`src/rtl/core/mcb_pkg.sv`:
```
`timescale 1ns / 1ps
// Types and constants of the mean curvature blur pass core.
// No dependencies.
package mcb_pkg;

  localparam int unsigned NUM_W = 102;
  localparam int unsigned DEN_W = 70;
  localparam int unsigned Q_W   = 41;
  localparam int unsigned CMP_W = DEN_W + Q_W;

  localparam logic [1:0] REG_FRAME_WIDTH   = 2'd0;
  localparam logic [1:0] REG_FRAME_HEIGHT  = 2'd1;
  localparam logic [1:0] REG_CHANNEL_COUNT = 2'd2;

  localparam logic [10:0] FRAME_WIDTH_RESET   = 11'd1024;
  localparam logic [10:0] FRAME_HEIGHT_RESET  = 11'd1024;
  localparam logic [2:0]  CHANNEL_COUNT_RESET = 3'd1;

  typedef struct packed {
    logic signed [31:0] top;
    logic signed [31:0] mid;
    logic signed [31:0] bot;
  } tri_t;

  typedef struct packed {
    logic               last;
    logic               flat;
    logic signed [31:0] centre;
  } side_t;

  typedef struct packed {
    logic               valid;
    logic               last;
    logic               flat;
    logic               neg;
    logic               ov;
    logic signed [31:0] centre;
    logic [Q_W-1:0]     quo;
    logic [NUM_W-1:0]   rem;
    logic [DEN_W-1:0]   den;
  } div_bus_t;

  typedef struct packed {
    logic               last;
    logic signed [31:0] value;
  } res_t;

endpackage

```
`src/rtl/core/mcb_skid.sv`:
```
`timescale 1ns / 1ps
// Output register with a one-entry skid buffer behind it.
// Depends on mcb_pkg for the result type.
module mcb_skid (
  input  logic         clk,
  input  logic         rst,
  input  logic         pipe_valid,
  input  mcb_pkg::res_t pipe_data,
  output logic         skid_full,
  output logic         out_valid,
  output mcb_pkg::res_t out_data,
  input  logic         out_ready
);
  import mcb_pkg::*;

  res_t skid_data;

  always_ff @(posedge clk) begin
    if (rst) begin
      out_valid <= 1'b0;
      skid_full <= 1'b0;
    end else if (!out_valid || out_ready) begin
      if (skid_full) begin
        out_data  <= skid_data;
        out_valid <= 1'b1;
        skid_full <= 1'b0;
      end else begin
        out_data  <= pipe_data;
        out_valid <= pipe_valid;
      end
    end else if (pipe_valid && !skid_full) begin
      skid_data <= pipe_data;
      skid_full <= 1'b1;
    end
  end

endmodule

```
`config.mk`:
```
export PLATFORM = sky130hd
export DESIGN_NAME = mcb_skid
export DESIGN_NICKNAME = d
export VERILOG_FILES = /design/src/rtl/core/mcb_pkg.sv /design/src/rtl/core/mcb_skid.sv
export SDC_FILE = /design/constraint.sdc
export NUM_CORES = 1
export LEC_CHECK = 0
export ABC_AREA = 1
export BUFFER_PORTS_ARGS = -buffer_cell sky130_fd_sc_hd__buf_2
export CORE_ASPECT_RATIO = 0.8
export CORE_MARGIN = 5
export CORE_UTILIZATION = 40
export DETAILED_ROUTE_END_ITERATION = 6
export PLACE_DENSITY = 0.64
export SETUP_SLACK_MARGIN = 0.5
export SKIP_LAST_GASP = 1
export SYNTH_ARGS = -nofsm -noshare
export SYNTH_HDL_FRONTEND = slang
export SYNTH_SLANG_ARGS = --single-unit
```
`constraint.sdc`:
```
create_clock -name clk -period 3.05 [get_ports clk]
set_input_delay 0.1525 -clock clk [delete_from_list [all_inputs] [get_ports clk]]
set_output_delay 0.1525 -clock clk [all_outputs]
set_load 0.005 [all_outputs]
```
==> metrics.md <==
| Metric | Value |
|---|---|
| DIE AREA | `between 0.008 and 0.009 sq mm` |
| Largest net degree at the start of global routing | `38` |
| # nets final | `303` |
| Initial core utilization | `between 40% and 50%` |
| Die W | `99.1 um` |
| CTS tree | `yes` |
| Post-route cell area | `0.00318 sq mm` |
| Routed WL | `4690 um` |
| Fill count | `550` |
| Status | `completed` |
| Top fanout value on the critical path | `37` |
| Synthesis-to-layout area growth | `25.1%` |
| Antenna diode count | `0` |
| Arr. time, crit path | `2.07 ns` |
| Initial antenna violation count | `0` |
| Post-Layout Cell Count | `roughly 350` |
| Post-layout minimum cycle time | `2.05 ns` |
| Pre-antenna DRT Iters | `4` |
| Initial DRC Count | `between 80 and 90` |
| Top cells by area, synth | `edfxtp_1 (78%), nand2_1 (13%), nand2_2 (2.5%)` |
| Yosys cell types | `13` |
| TritonCTS buffer count | `9` |
| RSZ-0062 raised after global routing | `no` |
| Worst slack, placed | `0.962 ns` |
| Leading area contributor after synthesis | `edfxtp_1` |
| Top Ports | `72` |
| CP cell instances | `inv_8, nand2_1, nor2_4, buf_4` |
| Final Max Tran Viols | `0` |
| Overall Power | `approximately 1.9 mW` |
| Hold_ws | `0.0163 ns` |
| Leakage power | `1.35 nW` |
| Clk sinks | `68` |
| Cell Rows | `26` |
| Mapped Area | `0.00254 sq mm` |
| WL/cell | `roughly 13 um` |
| Element type at the critical path start | `flop` |
| YS warnings | `0` |
| Total GRT Usage | `12.3%` |
| Final Setup Violations | `0` |
| Number of global-route vias before repair | `approximately 1500` |
| Clk buf depth | `2` |
| Port-buffer cells | `71` |
| Clock skew after layout | `0.00541 ns` |
| Fmax | `roughly 0.5 GHz` |
| Slew margin rel. | `a little under a third` |
| Flops & latches, synth | `between 60 and 70` |
| Setup TNS | `0 ns` |
| Placer Congestion | `~0.67` |
| Sequential cell area fraction in the yosys report | `79.5%` |
| Synth top area share | `78.0%` |
| Syn Inst Count | `185` |
| Setup crit end kind | `flop` |
| Fin. Hold Viols | `0` |
| Vias | `1528` |
| Power per cell area | `592 mW/mm^2` |
| Hold Crit Class | `in -> reg` |
| Core Util, Final | `50.7%` |
| Die Y | `81.3 um` |
| Setup Fix Bufs, Post-CTS | `0` |
| Dpl cell area | `0.00296 sq mm` |
| Post-DP HPWL | `about 3100 um` |
| Vias per inst | `4.33` |
| Final antenna-violating net count | `0` |
| Tightest Pin Transition | `1.04 ns` |
| CORE AREA | `about 0.0063 sq mm` |
| Remaining DRCs | `0` |
| Commonest non-fill, non-tap cell in the layout | `nand2_1` |
| Most frequent cells in the layout | `nand2_1 (91), buf_2 (71), edfxtp_1 (66)` |
| Total gr overflow | `0` |
| # H-tree levels | `3` |
| Part of the cycle the worst path needs | `between 60% and 70%` |
| Cells after DPL | `about 330` |
| Share of cells above drive strength 1 | `36.4%` |
| Worst path required time | `3.07 ns` |
| CP max stage cell | `dfxtp_2` |
| Syn avg cell area | `13.7 sq um` |
| Reg clk slew, reported paths | `approximately 0.07 ns` |
| Max stage delay on crit path | `0.54 ns` |
| First-pass GRT wire length | `7270 um` |
| Critical path class | `reg -> reg` |
| Skew-Pair Late Insertion Delay | `roughly 0.33 ns` |
| Syn_nets | `222` |
| Peak supply drop | `about 0.26 mV` |
| PnR worst setup slack | `1.00 ns` |
| Max-cap viol count | `0` |
| Root buf cell | `clkbuf_8` |
==> cells in the mapped netlist (all sizes together) <==
| master | instances |
|---|---|
| a21oi | 1 |
| nand3 | 1 |
| inv | 3 |
| nor2 | 3 |
| o21ai | 1 |
| nand2 | 101 |
| buf | 7 |
| dfxtp | 2 |
| edfxtp | 66 |
==> timing repair <==
action | CTS | global route
hold buffers | 3 | 2
endpoints found under the hold margin | 3 | 2
gates resized for setup | 0 | 0
==> power breakdown <==
part / total, mW / switching (mW) / internal [mW]
sequential: 1.08 / 0.0119 / 1.07
clock: 0.675 / 0.308 / 0.366
combinational: 0.124 / 0.0691 / 0.0550
==> worst max-delay path: cells and delay by family (launching register included) <==
kind	cells	cell delay, ns
flip-flops	1	0.54
buffers and inverters	2	0.63
AND/OR/NAND/NOR	2	0.54
==> logic make-up (layout without fill, tap and decap cells) <==
logic type             after synthesis  in the layout  synth area share (%)
and+or+nand+nor                    105            105                  16.5
DFF                                 68             68                  79.5
buffers and inverters               10             94                  3.54
AOI/OAI and AO/OA                    2              2                 0.393
==> path summary, 6_finish.rpt <==
path / cells after the start / start / slack [ns] / to
max: 4 / skid_full$_SDFFE_PP0P_ / 1.00 / skid_data[16]$_DFFE_PP_
min: 1 / pipe_data[14] / 0.02 / skid_data[14]$_DFFE_PP_
max reg2reg: 4 / skid_full$_SDFFE_PP0P_ / 1.00 / skid_data[16]$_DFFE_PP_
min reg2reg: 2 / skid_data[7]$_DFFE_PP_ / 0.51 / out_data[7]$_DFFE_PP_
==> final cells by class <==
type / count / area, sq um / share of cell area (%)
clock buffers: 11 / 131 / 4.13
clock inverters: 3 / 40.0 / 1.26
inverters: 3 / 18.8 / 0.590
multi-input cells: 107 / 449 / 14.1
flip-flops and latches: 68 / 2020 / 63.6
well taps: 84 / 105 / 3.30
repair buffers: 77 / 413 / 13.0
==> state kept, by name (all words and copies together) (netlist names) <==
signal and flops:
out_data 33, out_valid 1, skid_data 33, skid_full 1
==> metal layers <==
layer | global-route usage, % | wire [um]
met5 | 0 | 0
met4 | 6.82 | 93
met3 | 5.75 | 393
met2 | 18.0 | 1980
met1 | 15.2 | 2220
No activity file was read; power rests on OpenSTA's default activity.
