## config.mk

```make
export PLATFORM = sky130hd
export DESIGN_NAME = mcb_div_step
export DESIGN_NICKNAME = d
export VERILOG_FILES = /design/src/rtl/core/mcb_pkg.sv /design/src/rtl/core/mcb_div_step.sv
export SDC_FILE = /design/constraint.sdc
export NUM_CORES = 1
export LEC_CHECK = 0
export ABC_CLOCK_PERIOD_IN_PS = 19550
export BUFFER_PORTS_ARGS = -buffer_cell sky130_fd_sc_hd__buf_2
export CAP_MARGIN = 40
export CORE_ASPECT_RATIO = 0.5
export CORE_MARGIN = 2
export CORE_UTILIZATION = 40
export CTS_CLUSTER_SIZE = 24
export DETAILED_ROUTE_END_ITERATION = 6
export GPL_ROUTABILITY_DRIVEN = 0
export PLACE_DENSITY = 0.66
export REMOVE_ABC_BUFFERS = 1
export SETUP_SLACK_MARGIN = 0.15
export SLEW_MARGIN = 20
export SYNTH_ARGS = -nofsm -noshare
export SYNTH_HDL_FRONTEND = slang
export SYNTH_SLANG_ARGS = --single-unit
export TNS_END_PERCENT = 50
```

## constraint.sdc

```tcl
create_clock -name clk -period 19.55 [get_ports clk]
set_input_delay 1.955 -clock clk [delete_from_list [all_inputs] [get_ports clk]]
set_output_delay 1.955 -clock clk [all_outputs]
set_load 0.005 [all_outputs]
```

## src/rtl/core/mcb_pkg.sv

```systemverilog
`timescale 1ns / 1ps
// Types and constants of the mean curvature blur pass core.
// No dependencies.
package mcb_pkg;

  localparam int unsigned NUM_W = 102;
  localparam int unsigned DEN_W = 70;
  localparam int unsigned Q_W   = 41;
  localparam int unsigned CMP_W = DEN_W + Q_W;

  localparam logic [1:0] REG_FRAME_WIDTH   = 2'd0;
  localparam logic [1:0] REG_FRAME_HEIGHT  = 2'd1;
  localparam logic [1:0] REG_CHANNEL_COUNT = 2'd2;

  localparam logic [10:0] FRAME_WIDTH_RESET   = 11'd1024;
  localparam logic [10:0] FRAME_HEIGHT_RESET  = 11'd1024;
  localparam logic [2:0]  CHANNEL_COUNT_RESET = 3'd1;

  typedef struct packed {
    logic signed [31:0] top;
    logic signed [31:0] mid;
    logic signed [31:0] bot;
  } tri_t;

  typedef struct packed {
    logic               last;
    logic               flat;
    logic signed [31:0] centre;
  } side_t;

  typedef struct packed {
    logic               valid;
    logic               last;
    logic               flat;
    logic               neg;
    logic               ov;
    logic signed [31:0] centre;
    logic [Q_W-1:0]     quo;
    logic [NUM_W-1:0]   rem;
    logic [DEN_W-1:0]   den;
  } div_bus_t;

  typedef struct packed {
    logic               last;
    logic signed [31:0] value;
  } res_t;

endpackage

```

## src/rtl/core/mcb_div_step.sv

```systemverilog
`timescale 1ns / 1ps
// One restoring division step that resolves a single quotient bit.
// Depends on mcb_pkg for the divider bus type and widths.
module mcb_div_step #(
  parameter int unsigned BIT = 0
) (
  input  logic             clk,
  input  logic             rst,
  input  logic             adv,
  input  mcb_pkg::div_bus_t din,
  output mcb_pkg::div_bus_t dout
);
  import mcb_pkg::*;

  logic [CMP_W-1:0] shifted;
  logic [CMP_W-1:0] rem_ext;
  logic             ge;
  div_bus_t         nxt;

  always_comb begin
    shifted = CMP_W'(din.den) << BIT;
    rem_ext = CMP_W'(din.rem);
    ge      = rem_ext >= shifted;
    nxt     = din;
    if (ge) begin
      nxt.rem = NUM_W'(rem_ext - shifted);
      nxt.quo = din.quo | (Q_W'(1) << BIT);
    end
  end

  always_ff @(posedge clk) begin
    if (rst) begin
      dout.valid <= 1'b0;
    end else if (adv) begin
      dout <= nxt;
    end
  end

endmodule

```

==> summary.txt <==
Status
  – Status: finished clean

Detailed routing
  – Antenna Nets Post-Route: 0
  – # DRC: 0
  – Post-Route WL: slightly below 50000 um
  – Initial DRC Count: between 1000 and 1500
  – Avg WL per Cell: 20.5 um
  – DR vias/cell: 5.44
  – DR pass1 iterations: 6
  – Via Count: ~13000

CTS
  – CTS tree: yes
  – Root Driver: clkbuf_16
  – Htree depth: 1
  – Post-CTS Hold Fix Bufs: 0
  – Max clock buf depth: 3
  – Post-cts sizing count: 0
  – Num CTS Buffers: 25
  – Clock Sinks: between 200 and 300
  – Post-CTS setup buffers: 0
  – CTS clk-pin slew, worst paths: approximately 60 ps
  – Worst skew pair latency: ~550 ps

Timing
  – Setup-failing EPs final: 0
  – Minimum clock period: 5700 ps
  – Max transition margin: 35.7%
  – Fin crit share: ~29%
  – Final setup TNS: 0 ps
  – Final Skew: 0 ps
  – Worst hold slack: about 520 ps
  – FMAX: about 180 MHz
  – Least-Margin Pin Slew: roughly 940 ps
  – Setup WS post-layout: roughly 14000 ps
  – Final Max Slew Viols: 0
  – Fin. Hold Viols: 0
  – RSZ-0062 raised after global routing: no

Power and ir drop
  – Switching share of power: approximately 29%
  – Internal power: approximately 1.0 mW
  – Pwr Total: between 1 and 1.5 mW
  – Clock power share: about 33%
  – Register share of total power: between 40% and 50%
  – Leakage: 7.58 nW
  – Peak supply drop: 0.0000568 V
  – Net Switching: roughly 0.42 mW
  – Pwr dens: approximately 80 mW/mm^2
  – Comb pwr share: between 20% and 30%

Die
  – Die W: approximately 270 um
  – Initial Utilization: between 40% and 50%
  – Row count: 48
  – Die height: between 100 and 150 um
  – Die area: about 0.037 mm^2
  – Area of the core: around 0.035 mm^2
  – Io pins: 503

Global route
  – Gr ovfl total: 0
  – GRT Resource Usage Total: 24.9%
  – Initial antenna violation count: 5
  – First-pass GRT wire length: 71600 um
  – Largest net degree at the start of global routing: 76
  – Number of global-route vias before repair: 12100

Critical path
  – Critical Path AT: roughly 6000 ps
  – CP Cell Sequence: buf_2, inv_1, ha_1, nand4_1, nor4_1, buf_2, nand4_1, o31ai_1, or3_1, o21a_4, buf_4, mux2_2
  – Worst setup SP type: input port
  – Cell family with most CP delay: buffers and inverters
  – Critical Path Slowest Stage Cell: buf_4
  – R2R Setup Slk: 18950 ps
  – Capture point of the worst path: dout[117]
  – Crit path buf inv count: 4
  – Worst r2r path cells: 2
  – Crit end category: flop
  – Worst r2r src: dout[249]
  – CP required: approximately 20000 ps
  – CP Max Fanout: between 70 and 80
  – Delay of the slowest critical-path stage: around 760 ps
  – WP depth: 12
  – Reg2reg end: dout[249]
  – Crit path from: din[22]
  – Critical path class: in2reg

Logic synthesis
  – Async SR Flop Fraction: 0%
  – Most frequent cell after synthesis: edfxtp_1
  – Gate count of the mapped netlist: between 1000 and 1500
  – Share of the synthesized area in the top cell type: ~52%
  – Seq/Total Area, Yosys: 52.4%
  – Mean Syn Cell Area: between 10 and 15 um^2
  – Synth cell count leaders: edfxtp_1, a21oi_1, nor2_1, nand2_1, inv_1
  – Dominant cells by area after synthesis: edfxtp_1, ha_1, a21oi_1
  – Cell area after synthesis: ~0.014 mm^2
  – Synth warnings: 0
  – Synth Flop Type: edfxtp_1
  – FF+latch count, synth: 250
  – Post-synth EDFFs: ~250
  – Post-synth top area cell: edfxtp_1
  – Post-synth cell types: just over 60

Finish
  – Reg with most FFs: dout
  – Largest register FFs: between 200 and 300
  – Final net count: between 2000 and 2500
  – Fin cells: 2387
  – Design Area, Final: 0.0181 mm^2
  – Share of post-route cells with drive strength above 1: 30.2%
  – Final Util: between 50% and 60%
  – Area delta synth->final: 26.4%
  – Top Registers: dout: 250 flops

Placement
  – PortBufs: around 500
  – Pre-CTS setup slack: approximately 13000 ps
  – Post-DP HPWL: slightly below 40000 um
  – Placed cell area: between 0.015 and 0.02 mm^2
  – # placed instances: 2337

Run
  – MaxCap Viol Count: 0

Min path
  – Worst hold path class: reg2reg
==> how the worst min path moves through the flow <==
stage	slack [ps]	cells past startpoint	from	to
floorplan	480	2	dout[249]	dout[249]
global placement	480	2	dout[249]	dout[249]
detailed placement	500	2	dout[249]	dout[249]
CTS	540	2	dout[249]	dout[249]
global route	610	2	dout[249]	dout[249]
finish	520	2	dout[249]	dout[249]
==> worst register-to-register path: stages (launching register included) <==
cell and delay (ps):
dfxtp_1 310, mux2i_1 130, nor2_1 60
==> power groups by stage <==
| stage | logic [mW] | registers, mW | clock network [mW] |
|---|---|---|---|
| global placement | 0.307 | 0.667 | 0 |
| global route | 0.345 | 0.660 | 0.500 |
| floorplan | 0.167 | 0.683 | 0 |
| finish | 0.317 | 0.656 | 0.469 |
| CTS | 0.312 | 0.656 | 0.481 |
| detailed placement | 0.311 | 0.667 | 0 |
==> metal layers <==
metal | track usage (%) | routed length [um] | up-vias
met4 | 5.95 | 1030 | 2
met1 | 33.4 | 20400 | 6172
met2 | 41.9 | 23400 | 592
met5 | 0 | 9 | -
met3 | 4.79 | 4010 | 76
li1 | - | - | 6149
==> kinds of logic after synthesis <==
group	count (synthesis)	share of synthesized area, %
simple gates	460	15.4
buf+inv	141	3.77
fa+ha+maj	71	6.26
flops	250	52.4
compound gates	370	15.2
mux	12	0.935
xor+xnor	100	6.12
==> final cells by class <==
class | instances | area [um^2]
diodes | 4 | 10.0
clock inverters | 18 | 124
fillers | 3269 | 16800
repair buffers | 511 | 2610
well taps | 475 | 594
multi-input cells | 1013 | 6300
flip-flops and latches | 250 | 7500
inverters | 88 | 330
clock buffers | 28 | 637
==> layout by cell type (no fill, tap or decap), types with 9 or more instances in the layout <==
cell type / Yosys / layout
a21o_1: 25 / 25
nor2_1: 155 / 155
clkbuf_16: 0 / 25
a31oi_1: 13 / 13
buf_2: 6 / 503
xor2_1: 48 / 48
nand3_1: 29 / 29
mux2_2: 11 / 11
o211ai_1: 16 / 16
nand4_1: 38 / 38
nor3_1: 33 / 33
o21ai_0: 76 / 76
a211oi_1: 9 / 9
a21oi_1: 172 / 172
nor4_1: 20 / 20
nand2_1: 121 / 121
xnor2_1: 52 / 52
o21bai_1: 18 / 18
ha_1: 70 / 70
inv_1: 88 / 88
edfxtp_1: 249 / 249
Power figures use the tool's default switching activity.
